==> src/rtl/core/slbb_pkg.sv <==
package slbb_pkg;

    localparam int TIME_BITS = 32;
    localparam int ADDR_BITS = 3;

    localparam logic [6:0]  LEVEL_MAX    = 7'd100;
    localparam logic [6:0]  RED_ON_LEVEL = 7'd100;
    localparam logic [6:0]  FINE_STEP    = 7'd1;
    localparam logic [6:0]  COARSE_STEP  = 7'd10;
    localparam logic [15:0] DIM_RESET    = 16'd10;
    localparam logic [15:0] BLINK_RESET  = 16'd200;

    localparam logic REG_DIM_INTERVAL   = 1'b0;
    localparam logic REG_BLINK_INTERVAL = 1'b1;

    typedef enum logic [1:0] {
        FUNC_TICK       = 2'd0,
        FUNC_SET_MODE   = 2'd1,
        FUNC_MANUAL_SET = 2'd2
    } func_t;

    typedef enum logic [1:0] {
        MODE_IDLE   = 2'd0,
        MODE_ERROR  = 2'd1,
        MODE_BUSY   = 2'd2,
        MODE_MANUAL = 2'd3
    } mode_t;

    typedef enum logic [1:0] {
        DIR_NONE = 2'd0,
        DIR_UP   = 2'd1,
        DIR_DOWN = 2'd2
    } dir_t;

    typedef struct packed {
        logic [1:0]           func;
        logic [TIME_BITS-1:0] now_ms;
        logic [1:0]           new_mode;
        logic                 manual_on;
    } item_t;

    typedef struct packed {
        mode_t                mode;
        logic [6:0]           dim_level;
        dir_t                 dim_direction;
        logic [TIME_BITS-1:0] dim_stamp;
        logic                 red_on;
        logic [TIME_BITS-1:0] blink_stamp;
    } state_t;

    typedef struct packed {
        logic [6:0] blue_level;
        logic [6:0] red_level;
        logic [1:0] current_mode;
        logic       accepted;
    } result_t;

    localparam state_t STATE_CLEAR = '{
        mode:          MODE_IDLE,
        dim_level:     7'd0,
        dim_direction: DIR_NONE,
        dim_stamp:     '0,
        red_on:        1'b0,
        blink_stamp:   '0
    };

endpackage

==> src/rtl/core/slbb_step.sv <==
module slbb_step (
    input  slbb_pkg::item_t   item,
    input  slbb_pkg::state_t  state,
    input  logic [15:0]       dim_interval,
    input  logic [15:0]       blink_interval,
    output slbb_pkg::state_t  state_next,
    output slbb_pkg::result_t result
);

    logic [slbb_pkg::TIME_BITS-1:0] dim_diff;
    logic [slbb_pkg::TIME_BITS-1:0] blink_diff;
    logic                           dim_due;
    logic                           blink_due;
    logic [6:0]                     step;
    slbb_pkg::dir_t                 dir_sel;
    logic [7:0]                     up_sum;
    logic [6:0]                     up_level;
    logic [6:0]                     down_level;
    logic [6:0]                     breathe_level;
    logic                           accepted;

    assign dim_diff   = item.now_ms - state.dim_stamp;
    assign blink_diff = item.now_ms - state.blink_stamp;
    assign dim_due    = dim_diff >= slbb_pkg::TIME_BITS'(dim_interval);
    assign blink_due  = blink_diff >= slbb_pkg::TIME_BITS'(blink_interval);

    assign step = (state.mode == slbb_pkg::MODE_MANUAL) ? slbb_pkg::COARSE_STEP
                                                        : slbb_pkg::FINE_STEP;

    always_comb begin
        if (state.dim_level == 7'd0) begin
            dir_sel = slbb_pkg::DIR_UP;
        end else if (state.dim_level >= slbb_pkg::LEVEL_MAX) begin
            dir_sel = slbb_pkg::DIR_DOWN;
        end else begin
            dir_sel = state.dim_direction;
        end
    end

    assign up_sum     = {1'b0, state.dim_level} + {1'b0, step};
    assign up_level   = (up_sum > {1'b0, slbb_pkg::LEVEL_MAX}) ? slbb_pkg::LEVEL_MAX
                                                               : up_sum[6:0];
    assign down_level = (state.dim_level < step) ? 7'd0 : state.dim_level - step;
    assign breathe_level = (dir_sel == slbb_pkg::DIR_UP) ? up_level : down_level;

    always_comb begin
        state_next = state;
        accepted   = 1'b0;
        case (slbb_pkg::func_t'(item.func))
            slbb_pkg::FUNC_TICK: begin
                accepted = 1'b1;
                if (state.mode != slbb_pkg::MODE_BUSY && dim_due) begin
                    state_next.dim_stamp     = item.now_ms;
                    state_next.dim_direction = dir_sel;
                    state_next.dim_level     = breathe_level;
                end
                if ((state.mode == slbb_pkg::MODE_ERROR
                     || state.mode == slbb_pkg::MODE_BUSY) && blink_due) begin
                    state_next.blink_stamp = item.now_ms;
                    state_next.red_on      = ~state.red_on;
                end
                if (state.mode == slbb_pkg::MODE_IDLE) begin
                    state_next.red_on      = 1'b0;
                    state_next.blink_stamp = '0;
                end
                if (state.mode == slbb_pkg::MODE_BUSY) begin
                    state_next.dim_level     = 7'd0;
                    state_next.dim_direction = slbb_pkg::DIR_NONE;
                    state_next.dim_stamp     = '0;
                end
            end
            slbb_pkg::FUNC_SET_MODE: begin
                accepted        = 1'b1;
                state_next      = slbb_pkg::STATE_CLEAR;
                state_next.mode = slbb_pkg::mode_t'(item.new_mode);
            end
            slbb_pkg::FUNC_MANUAL_SET: begin
                if (state.mode == slbb_pkg::MODE_MANUAL) begin
                    accepted          = 1'b1;
                    state_next.red_on = item.manual_on;
                end
            end
            default: begin
                accepted = 1'b0;
            end
        endcase
    end

    always_comb begin
        result.blue_level   = state_next.dim_level;
        result.red_level    = state_next.red_on ? slbb_pkg::RED_ON_LEVEL : 7'd0;
        result.current_mode = state_next.mode;
        result.accepted     = accepted;
    end

endmodule

==> src/rtl/core/status_led_breathe_blink.sv <==
// Status LED pattern generator with a breathing blue level and a blinking red level.
// Items enter on the s_ channel: a tick carrying the time in milliseconds, a mode
// change, or a manual red setting. Every item yields exactly one result on the m_
// channel with the blue and red levels, the mode in force and an accepted flag.
// An accepted item is held in an input register; its result is computed in one
// pass of short logic against the pattern state and lands in the result register,
// which drives m_valid, once that register is empty or its result is being taken.
// One item is taken per cycle for as long as results are being taken; the state
// update and the result register both advance in the same cycle, so the next item
// always sees the state left by the one before it.
// When m_ready is low the result holds; the input register still takes one more
// item, and s_ready falls only once both registers are full.
// The APB port holds the breathing and blink intervals at byte addresses 0 and 4;
// writes should be made while no item is in flight.
// A synchronous low aresetn empties both registers, sets idle mode with all levels,
// directions and time stamps at zero, and restores the intervals to 10 and 200.
module status_led_breathe_blink (
    input  logic                             aclk,
    input  logic                             aresetn,
    input  logic                             s_valid,
    output logic                             s_ready,
    input  logic [1:0]                       s_func,
    input  logic [31:0]                      s_now_ms,
    input  logic [1:0]                       s_new_mode,
    input  logic                             s_manual_on,
    output logic                             m_valid,
    input  logic                             m_ready,
    output logic [6:0]                       m_blue_level,
    output logic [6:0]                       m_red_level,
    output logic [1:0]                       m_current_mode,
    output logic                             m_accepted,
    input  logic                             psel,
    input  logic                             penable,
    input  logic                             pwrite,
    input  logic [slbb_pkg::ADDR_BITS-1:0]   paddr,
    input  logic [31:0]                      pwdata,
    output logic [31:0]                      prdata,
    output logic                             pready
);

    logic               in_valid_reg;
    slbb_pkg::item_t    item_reg;
    logic               out_valid_reg;
    slbb_pkg::result_t  result_reg;
    slbb_pkg::result_t  result_next;
    slbb_pkg::state_t   state_reg;
    slbb_pkg::state_t   state_next;
    logic [15:0]        dim_interval_reg;
    logic [15:0]        blink_interval_reg;
    logic               fire;
    logic               cfg_write;

    assign fire    = in_valid_reg && (!out_valid_reg || m_ready);
    assign s_ready = !in_valid_reg || fire;

    always_ff @(posedge aclk) begin
        if (!aresetn) begin
            in_valid_reg <= 1'b0;
        end else if (s_ready) begin
            in_valid_reg <= s_valid;
        end
    end

    always_ff @(posedge aclk) begin
        if (s_valid && s_ready) begin
            item_reg.func      <= s_func;
            item_reg.now_ms    <= slbb_pkg::TIME_BITS'(s_now_ms);
            item_reg.new_mode  <= s_new_mode;
            item_reg.manual_on <= s_manual_on;
        end
    end

    slbb_step u_step (
        .item           (item_reg),
        .state          (state_reg),
        .dim_interval   (dim_interval_reg),
        .blink_interval (blink_interval_reg),
        .state_next     (state_next),
        .result         (result_next)
    );

    always_ff @(posedge aclk) begin
        if (!aresetn) begin
            state_reg <= slbb_pkg::STATE_CLEAR;
        end else if (fire) begin
            state_reg <= state_next;
        end
    end

    always_ff @(posedge aclk) begin
        if (!aresetn) begin
            out_valid_reg <= 1'b0;
        end else if (fire) begin
            out_valid_reg <= 1'b1;
        end else if (m_ready) begin
            out_valid_reg <= 1'b0;
        end
    end

    always_ff @(posedge aclk) begin
        if (fire) begin
            result_reg <= result_next;
        end
    end

    assign m_valid        = out_valid_reg;
    assign m_blue_level   = result_reg.blue_level;
    assign m_red_level    = result_reg.red_level;
    assign m_current_mode = result_reg.current_mode;
    assign m_accepted     = result_reg.accepted;

    assign pready    = 1'b1;
    assign cfg_write = psel && penable && pwrite && pready;

    always_ff @(posedge aclk) begin
        if (!aresetn) begin
            dim_interval_reg   <= slbb_pkg::DIM_RESET;
            blink_interval_reg <= slbb_pkg::BLINK_RESET;
        end else if (cfg_write) begin
            case (paddr[2])
                slbb_pkg::REG_DIM_INTERVAL: begin
                    dim_interval_reg <= pwdata[15:0];
                end
                slbb_pkg::REG_BLINK_INTERVAL: begin
                    blink_interval_reg <= pwdata[15:0];
                end
                default: begin
                    dim_interval_reg <= dim_interval_reg;
                end
            endcase
        end
    end

    always_comb begin
        case (paddr[2])
            slbb_pkg::REG_DIM_INTERVAL: begin
                prdata = {16'd0, dim_interval_reg};
            end
            slbb_pkg::REG_BLINK_INTERVAL: begin
                prdata = {16'd0, blink_interval_reg};
            end
            default: begin
                prdata = 32'd0;
            end
        endcase
    end

endmodule

==> config.mk <==
export PLATFORM = sky130hd
export DESIGN_NAME = status_led_breathe_blink
export DESIGN_NICKNAME = d
export VERILOG_FILES = /design/src/rtl/core/slbb_pkg.sv /design/src/rtl/core/slbb_step.sv /design/src/rtl/core/status_led_breathe_blink.sv
export SDC_FILE = /design/constraint.sdc
export NUM_CORES = 1
export LEC_CHECK = 0
export BUFFER_PORTS_ARGS = -buffer_cell sky130_fd_sc_hd__buf_2
export CAP_MARGIN = 20
export CORE_ASPECT_RATIO = 1.75
export CORE_MARGIN = 5
export CORE_UTILIZATION = 61
export CTS_CLUSTER_DIAMETER = 200
export DETAILED_ROUTE_END_ITERATION = 12
export PLACE_DENSITY = 0.83
export SYNTH_ARGS = -nofsm -noshare
export SYNTH_HDL_FRONTEND = slang
export SYNTH_HIERARCHICAL = 1
export SYNTH_SLANG_ARGS = --single-unit
==> constraint.sdc <==
create_clock -name aclk -period 5.8 [get_ports aclk]
set_input_delay 1.16 -clock aclk [delete_from_list [all_inputs] [get_ports aclk]]
set_output_delay 1.16 -clock aclk [all_outputs]
set_load 0.02 [all_outputs]
* Word-level counts from Yosys, hierarchy flattened
Index checks and enable logic that the tools add are counted.
Operators by class: reduce and logical (&&, ||, !) cells 21, $lt $le $gt $ge 5, add/subtract/negate cells 4, bitwise gates (word level) 2, eq/ne operators 9, mux-type cells 21
Operators with widths (number):
- 32-bit case mux with 2 select lines | 2
- 41-bit 2-to-1 mux | 2
- 41-bit case mux with 2 select lines | 1
- 33-bit 2-to-1 mux | 2
- 32-bit by 16-bit >= comparator with 1-bit output | 2
- 32-bit subtractor | 2
- 7-bit 2-to-1 mux | 4
- 7-bit by 7-bit adder with 8-bit output | 1
- 8-bit by 7-bit greater-than comparator with 1-bit output, second input constant | 1
- 7-bit >= comparator, second input constant | 1
- 7-bit zero test | 1
- 7-bit less-than comparator | 1
- 7-bit subtractor | 1
- 2-bit by 1-bit equality test with 1-bit output, second input constant | 3
- 2-bit equality test, second input constant | 3
- 1-bit logical AND | 6
- 2-bit 2-to-1 mux | 3
- 3-bit by 1-bit inequality test with 1-bit output, second input constant | 2
- 3-bit AND reduction | 2
- 2-bit zero test | 2
- 1-bit 2-to-1 mux | 4
- 4-bit 2-to-1 mux | 1
- 2-bit AND reduction | 2
- 2-bit nonzero test | 2
- other kinds (7) | 11
Word-level totals: register bits 164, output and inout bits 52, input port bits 79

* Depth between registers and ports, before layout
Gate-level depths: netlist (run 1).
depth after elaboration 9, depth in mapped cells 26

* Hierarchy
Netlist (run 1), hierarchy kept.
By module, submodules not included:
- slbb_step | seq. area each 0.0 um2, instances 1, cells an instance 1021, area each 6821.5 um2
- status_led_breathe_blink | seq. area each 3823.7 um2, instances 1, cells an instance 554, area each 6157.2 um2

* Worst setup path after synthesis (run 1)
Ideal clock, no wire load.
path kind reg-to-reg, start point register item_reg[3] (netlist name), end point register state_reg[70] (netlist name), period minus slack after synthesis 4.729 ns, slack 1.071 ns, cell stages (with the launch flop) 26, data arrival time 4.600 ns, required time 5.671 ns, cells stage by stage edfxtp_1 > inv_1 > ha_1 > inv_1 > fa_1 > a21o_1 > a31o_1 > a41oi_1 > o21ai_0 > xor2_1 > ha_1 > a21oi_1 > a21boi_0 > a31oi_1 > nand4_1 > nor4_1 > nor4bb_1 > nand4_1 > nor4_4 > nor4_2 > buf_6 > buf_6 > a32o_1 > buf_4 > nand2_1 > mux2i_1
RTL lines:
- from (decl) | RTL line status_led_breathe_blink.sv:42 | slbb_pkg::item_t item_reg;
- to (signal assigned) | RTL line status_led_breathe_blink.sv:84 | state_reg <= slbb_pkg::STATE_CLEAR;
- to (signal assigned) | RTL line status_led_breathe_blink.sv:86 | state_reg <= state_next;
- to (decl) | RTL line status_led_breathe_blink.sv:46 | slbb_pkg::state_t state_reg;

* Final worst setup path (run 1)
start point register item_reg[7] (netlist name), end point register state_reg[14] (netlist name)
On the way: longest elaborated chain between the ends 5
RTL lines:
- 32-bit subtractor | RTL line slbb_step.sv:23 | assign blink_diff = item.now_ms - state.blink_stamp;
- 32-bit by 16-bit >= comparator with 1-bit output | RTL line slbb_step.sv:25 | assign blink_due = blink_diff >= slbb_pkg::TIME_BITS'(blink_interval);
- 1-bit logical AND | RTL line slbb_step.sv:58 | || state.mode == slbb_pkg::MODE_BUSY) && blink_due) begin
- 3-bit by 1-bit inequality test with 1-bit output (no line)
- 3-bit AND reduction (no line)
Every way passes these cells. A chain may end at the register's enable or synchronous reset.

==> qor_table.md, run 1 <==
| Result | Reported |
|---|---|
| Run status | completed |
| Number of distinct standard cells referenced by the synthesized netlist | 84 |
| Fraction of registers with async set or reset after synthesis | 0 |
| Cell area after technology mapping | 13,000 µm² |
| Mean instance size in the synthesized netlist | 8.24 µm² |
| Clock buffer depth | 2 |
| Critical Path Start Type | register |
| Mapped Cells | 1,575 |
| Critical path fanouts, max | 32 |
| Layout net count | 1,788 |
| Global placement routability congestion | 0.972 |
| Crit path arrival time | 5.92 ns |
| Port Buffers | 95 |
| Count of flip-flops with a built-in enable after synthesis | 54 |
| TritonCTS Buffers | 17 |
| CP endpoint kind | register |
| Cell area after layout | 14,000 µm² |
| CORE AREA | 20,900 µm² |
| Worst endpoint required time | 6.09 ns |
| Number of endpoints failing setup at the final stage | 0 |
| Area delta synth->final | 8.02% |
| Antenna violations before repair | 0 |
| Post-detail-place hpwl | 26,600 µm |
| Number of global-route vias before repair | 11.6k |
| Max Cap Viol | 0 |
| Avg Vias per Cell | 6.35 |
| Number of H-tree levels | 4 |
| Number of rows created at floorplan | 70 |
| Min Hold Slack | 0.475 ns |
| Most frequent cell after synthesis | sky130_fd_sc_hd__nand2_1 |
| Clock-pin slew on the worst setup and hold paths | 0.07 ns |
| Type of the worst setup path | reg2reg |
| DR DRC count | 0 |
| Sequential cell area fraction in the yosys report | 0.295 |
| Area share of the largest cell type after synthesis | 0.170 |
| Skew final | 0.0124 ns |
| P per Cell Area | 227 nW/µm² |
| Overall die height | 203 µm |
| Synth Flop Type | sky130_fd_sc_hd__dfxtp_1 |
| Average wire length per cell after detail routing | 19.3 µm |
| Io pins | 131 |
| Achievable clock frequency | 178 MHz |
| Total area of sequential cells | 3820 µm² |
| CTS tree | built |
| First-pass GRT wire length | 56,900 µm |
| Biggest area consumer among synthesized cells | sky130_fd_sc_hd__dfxtp_1 |
| Final slew viol count | 0 |
| Die width | 120 µm |
| Total die area | 24,400 µm² |
| Pin count of the biggest net entering global routing | 125 |
| Root Buffer | sky130_fd_sc_hd__clkbuf_16 |
| Number of warning messages in the yosys log | 6 |
| Post-Route WL | 36,100 µm |
| Slew Limit Headroom | 0.367 |
| Flip-flop and latch count after synthesis | 164 |
| DR pass1 iterations | 5 |
| Post-layout min period | 5.62 ns |
| Starting density of the core | 0.620 |
| Transition time at the pin with the least slew margin | 0.950 ns |
| Commonest cells in the netlist | sky130_fd_sc_hd__nand2_1, sky130_fd_sc_hd__inv_1, sky130_fd_sc_hd__dfxtp_1, sky130_fd_sc_hd__ha_1, sky130_fd_sc_hd__a21oi_1 |
| Area post-placement | 13,300 µm² |
| Diodes inserted | 0 |
| Leakage power | 5.42 nW |
| Num Clock Sinks | 164 |
| Total Routing Usage GR | 0.289 |
| Iter 0 DRT Violations | 747 |
| Share of the cycle needed by the critical path after routing | 0.969 |
| Number of nets with antenna violations after routing | 0 |
| Flip-flop count of the largest register after layout | 76 |
| Max IR drop VDD | 0.218 mV |
| Fraction of final layout cells sized beyond drive strength 1 | 0.113 |
| Total overflow reported by the global router | 0 |
| HP Class | reg2reg |
| Most area-consuming cells after synthesis | sky130_fd_sc_hd__dfxtp_1, sky130_fd_sc_hd__edfxtp_1, sky130_fd_sc_hd__ha_1 |
| Multi-input logic area | 8120 µm² |
| Filler Cell Count | 1,689 |
| Clock latency at the later pin of the worst-skew pair | 0.44 ns |
| Vias after detailed routing | 11.9k |
| Final hold vios | 0 |
stage by stage:
stage,setup WS (ns),cells,setup TNS [ns],utilization,power (mW)
2_1_floorplan,1.07,1593,0,-,1.76
3_3_place_gp,0.169,1832,0,0.637,1.90
3_5_place_dp,0.127,1833,0,0.637,1.91
4_1_cts,0.0601,1865,0,0.668,3.17
5_1_grt,-0.00203,1867,-0.00203,0.670,3.30
6_report,0.178,1867,0,0.670,3.18
worst max-delay path: stages, from the launching register on:
cell and delay [ns]:
sky130_fd_sc_hd__edfxtp_1 0.53, sky130_fd_sc_hd__ha_1 0.42, sky130_fd_sc_hd__o211ai_1 0.11, sky130_fd_sc_hd__a21oi_1 0.28, sky130_fd_sc_hd__nor2_1 0.12, sky130_fd_sc_hd__o21ai_0 0.24, sky130_fd_sc_hd__xor2_1 0.23, sky130_fd_sc_hd__ha_1 0.28
sky130_fd_sc_hd__and3_1 0.18, sky130_fd_sc_hd__a221oi_1 0.26, sky130_fd_sc_hd__o21ai_0 0.18, sky130_fd_sc_hd__a2111oi_2 0.57, sky130_fd_sc_hd__buf_4 0.20, sky130_fd_sc_hd__o22ai_1 0.07, sky130_fd_sc_hd__nor4b_1 0.36, sky130_fd_sc_hd__nand4b_1 0.36
sky130_fd_sc_hd__nor4_4 0.39, sky130_fd_sc_hd__nor2_2 0.10, sky130_fd_sc_hd__buf_12 0.18, sky130_fd_sc_hd__a22o_1 0.24, sky130_fd_sc_hd__nand2_1 0.06, sky130_fd_sc_hd__mux2i_1 0.09
where the power goes:
group / total (mW) / internal [mW] / switching (mW)
Sequential: 1.26 / 1.22 / 0.0379
Combinational: 0.657 / 0.256 / 0.402
Clock: 1.26 / 0.738 / 0.523
Total: 3.18 / 2.21 / 0.963
logic make-up (layout without fill, tap and decap cells):
kind of cell    after synthesis  count (layout)  share of synthesized area
buf+inv                     240             262                     0.0891
fa+ha+maj                   107             107                      0.105
other cells                   3              21                   0.000868
simple gates                497             497                      0.179
compound gates              414             414                      0.218
mux                         103             103                     0.0812
xor+xnor                     47              47                     0.0317
flops                       164             164                      0.295
per-layer routing:
| metal | GRT usage | share of wire | vias up |
|---|---|---|---|
| met1 | 0.292 | 0.35 | 5570 |
| met4 | 0.248 | 0.10 | 0 |
| met2 | 0.513 | 0.50 | 460 |
| met3 | 0.0404 | 0.047 | 163 |
| li1 | - | - | 5665 |
| met5 | 0 | 0 | - |
final cells by class:
cell class,count,area share
Clock buffer,18,0.0306
Sequential cell,164,0.273
Inverter,118,0.0316
Tap cell,252,0.0225
Multi-Input combinational cell,1189,0.579
Timing Repair Buffer,112,0.0485
Clock inverter,14,0.0153
worst paths after layout:
path,startpoint,endpoint,slack (ns),cells past startpoint
setup / recovery,item_reg[7],state_reg[14],0.18,21
setup reg to reg,item_reg[7],state_reg[14],0.18,21
hold reg to reg,state_reg[55],state_reg[55],0.48,2
hold / removal,state_reg[55],state_reg[55],0.48,2
placed cells by master (no fill, tap or decap), drive strengths merged, types with 5 or more instances in the layout:
cell type	netlist	layout
nand4	19	19
nor3	22	22
edfxtp	54	54
a211o	7	7
a211oi	18	18
xor2	14	14
buf	78	112
xnor2	33	33
nor2	71	71
and3	7	7
nand2b	17	17
mux2i	85	85
ha	103	103
o211ai	8	8
nand3	54	54
nand2	243	243
o31ai	10	10
mux2	18	18
or4	5	5
a21o	28	28
o22ai	5	5
o21ai	85	85
a31o	6	6
and2	8	8
conb	3	21
o21a	19	19
dfxtp	110	110
a22o	71	71
clkbuf	44	18
inv	118	125
a21oi	87	87
or3	9	9
a31oi	12	12
nor2b	15	15
nor4	6	6
o21bai	9	9
timing repair:
action / CTS / global route
setup endpoints to repair: 0 / 37
hold buffers: 0 / 0
gates resized for setup: 0 / 4
buffers inserted: 0 / 1
Power figures use the tool's default switching activity.
==> inputs of run 2 (changes only) <==
--- a/config.mk
+++ b/config.mk
@@ -9,10 +9,10 @@
 export CAP_MARGIN = 20
 export CORE_ASPECT_RATIO = 1.75
 export CORE_MARGIN = 5
-export CORE_UTILIZATION = 61
+export CORE_UTILIZATION = 55
 export CTS_CLUSTER_DIAMETER = 200
 export DETAILED_ROUTE_END_ITERATION = 12
-export PLACE_DENSITY = 0.83
+export PLACE_DENSITY = 0.8
 export SYNTH_ARGS = -nofsm -noshare
 export SYNTH_HDL_FRONTEND = slang
 export SYNTH_HIERARCHICAL = 1
==> constraint.sdc (replaced) <==
create_clock -name aclk -period 5.05 [get_ports aclk]
set_input_delay 1.01 -clock aclk [delete_from_list [all_inputs] [get_ports aclk]]
set_output_delay 1.01 -clock aclk [all_outputs]
set_load 0.02 [all_outputs]
==> qor_table.md, run 2 (synthesis results as in run 1) <==
| Result | Reported | Change |
|---|---|---|
| Iter 0 DRT Violations | 738 | -1.2% |
| Critical path fanouts, max | 9 | -72% |
| Max stage delay cell, worst path | sky130_fd_sc_hd__nor4_4 |  |
| Cell area after layout | 14,600 µm² | +3.9% |
| Vias after detailed routing | 12.0k | +1.2% |
| First-pass GRT wire length | 55,800 µm | -2.0% |
| Flip-flop count of the largest register after layout | 76 | unchanged |
| Num Clock Sinks | 164 | unchanged |
| Clock latency at the later pin of the worst-skew pair | 0.44 ns | about the same |
| Worst endpoint required time | 5.36 ns | -0.73 ns |
| DR pass1 iterations | 5 | unchanged |
| Leakage power | 5.62 nW | +3.7% |
| Worst path cell trace | inv_2, ha_4, inv_2, fa_2, a21o_1, a31o_4, a41oi_4, o21ai_2, xor2_1, ha_1, nand4_1, nor3_2, o311ai_1, nor2_1, nor4_1, nor4bb_2, nand4_1, nor4_4, nor4_4, buf_6, buf_6, a22o_1, nand2_1, mux2i_1 |  |
| Average wire length per cell after detail routing | 18.6 µm | -3.7% |
| Minimum setup slack in the final design | 0.0550 ns | -0.123 ns |
| CP endpoint kind | register |  |
| Hold_buf cts | 0 | unchanged |
| Achievable clock frequency | 200 MHz | +13% |
| Type of the worst setup path | reg2reg |  |
| Worst setup timing slack at the placement stage | -0.157 ns | -0.285 ns |
| Antenna violations before repair | 0 | unchanged |
| Area delta synth->final | 12.2% |  |
| Max Cap Viol | 0 | unchanged |
| Total die area | 26,900 µm² | +10% |
| Min Hold Slack | 0.476 ns | +0.000846 ns |
| CORE AREA | 23,300 µm² | +11% |
| Starting density of the core | 0.556 | -0.0638 |
| Clock buffer depth | 2 | unchanged |
| Critical Path Start Type | register |  |
| Final slew viol count | 0 | unchanged |
| Clock-pin slew on the worst setup and hold paths | 0.07 ns | about the same |
| Most frequent standard cell in the layout excluding fill and tap cells | sky130_fd_sc_hd__nand2_1 |  |
| Post-detail-place hpwl | 26,700 µm | +0.32% |
| Share of the cycle needed by the critical path after routing | 0.989 | +0.0197 |
| Number of rows created at floorplan | 74 | +5.7% |
| Final hold vios | 0 | unchanged |
| Total overflow reported by the global router | 0 | unchanged |
| Post-Route WL | 36,400 µm | +0.92% |
| Number of nets with antenna violations after routing | 0 | unchanged |
| Peak per-stage delay on the critical path | 0.52 ns | -0.05 ns |
| Overall die height | 213 µm | +5.1% |
| DR DRC count | 0 | unchanged |
| Number of global-route vias before repair | 11.5k | -0.68% |
| Diodes inserted | 0 | unchanged |
| Total negative slack | 0 ns | unchanged |
| Filler Cell Count | 2,019 | +20% |
| Slew Limit Headroom | 0.431 | +0.0642 |
| Crit path arrival time | 5.31 ns | -0.61 ns |
| Skew final | 0.0125 ns | +0.000104 ns |
| Fraction of final layout cells sized beyond drive strength 1 | 0.151 | +0.0386 |
| Pin count of the biggest net entering global routing | 113 | -9.6% |
| Global placement routability congestion | 0.938 | -3.5% |
| Area post-placement | 13,600 µm² | +1.9% |
| Root Buffer | sky130_fd_sc_hd__clkbuf_16 |  |
| Transition time at the pin with the least slew margin | 0.854 ns | -0.0963 ns |
| PnR Total Power | 3.62 mW | +14% |
| Number of H-tree levels | 4 | unchanged |
| Commonest non-fill, non-tap cells in the layout | sky130_fd_sc_hd__nand2_1, sky130_fd_sc_hd__inv_1, sky130_fd_sc_hd__dfxtp_1 |  |
| P per Cell Area | 249 nW/µm² | +9.8% |
| Post-layout min period | 4.99 ns | -0.627 ns |
| Number of endpoints failing setup at the final stage | 0 | unchanged |
| Die width | 126 µm | +4.9% |
| Port Buffers | 95 | unchanged |
| Avg Vias per Cell | 6.13 | -3.4% |
| Max IR drop VDD | 0.356 mV | +64% |
| Total Routing Usage GR | 0.256 | -0.0331 |
| TritonCTS Buffers | 17 | unchanged |
| Io pins | 131 | unchanged |
| Layout net count | 1,825 | +2.1% |
| Run status | completed |  |
| CTS tree | built |  |
| HP Class | reg2reg |  |
| Setup repair after global routing missed its margin | true |  |
-- run 2: cell types whose count changed in the layout (fill, tap and decap cells not counted), moves of 4 or more --
cell	delta
sky130_fd_sc_hd__ha_1	-7
sky130_fd_sc_hd__clkinvlp_4	+4
sky130_fd_sc_hd__ha_2	+4
sky130_fd_sc_hd__o21ai_0	-4
sky130_fd_sc_hd__buf_4	+29
-- run 2: cell type report --
type                    instances  area [µm²]  area share
clock buffers                  17         425      0.0292
inverters                     118         443      0.0304
repair buffers                149        1040      0.0711
well taps                     304         380      0.0261
flip-flops and latches        164        3820       0.262
multi-input cells            1189        8270       0.568
clock inverters                15         191      0.0131
-- run 2: final timing paths --
check / startpoint / to / slack (ns) / cells after the start
max reg2reg: item_reg[3] / state_reg[33] / 0.06 / 24
min reg2reg: state_reg[27] / state_reg[27] / 0.48 / 2
min: state_reg[27] / state_reg[27] / 0.48 / 2
max: item_reg[3] / state_reg[33] / 0.06 / 24
-- run 2: power breakdown --
group	internal, mW	switching, mW	leakage (nW)
Combinational	0.325	0.475	3.92
Sequential	1.40	0.0415	1.41
Clock	0.753	0.627	0.288
-- run 2: through the flow --
| stage | std cells | util |
|---|---|---|
| finish | 1956 | 0.624 |
| global route | 1956 | 0.624 |
| CTS | 1940 | 0.610 |
| detailed placement | 1908 | 0.582 |
| global placement | 1906 | 0.581 |
| floorplan | 1593 | - |
-- run 2: per-layer routing --
layer  wire length [µm]  track usage  up-vias
met2              18800        0.484      440
met4               2790        0.181        0
met3               1560       0.0340      135
met1              13300        0.254     5695
met5                  0            0        -
li1                   -            -     5730
-- run 2: what timing repair did --
item | in CTS | in global routing
gates cloned | 0 | 6
buffers inserted | 0 | 10
pin swaps | 4 | 54
endpoints found under the setup margin | 75 | 84
gates resized for setup | 8 | 39
-- run 2: critical path, delay by kind of cell (launching register included) --
family	cells	cell delay, ns
buf+inv	4	0.50
fa+ha+maj	3	0.87
simple gates	9	1.72
flops	1	0.40
compound gates	6	1.15
mux	1	0.07
xor+xnor	1	0.15
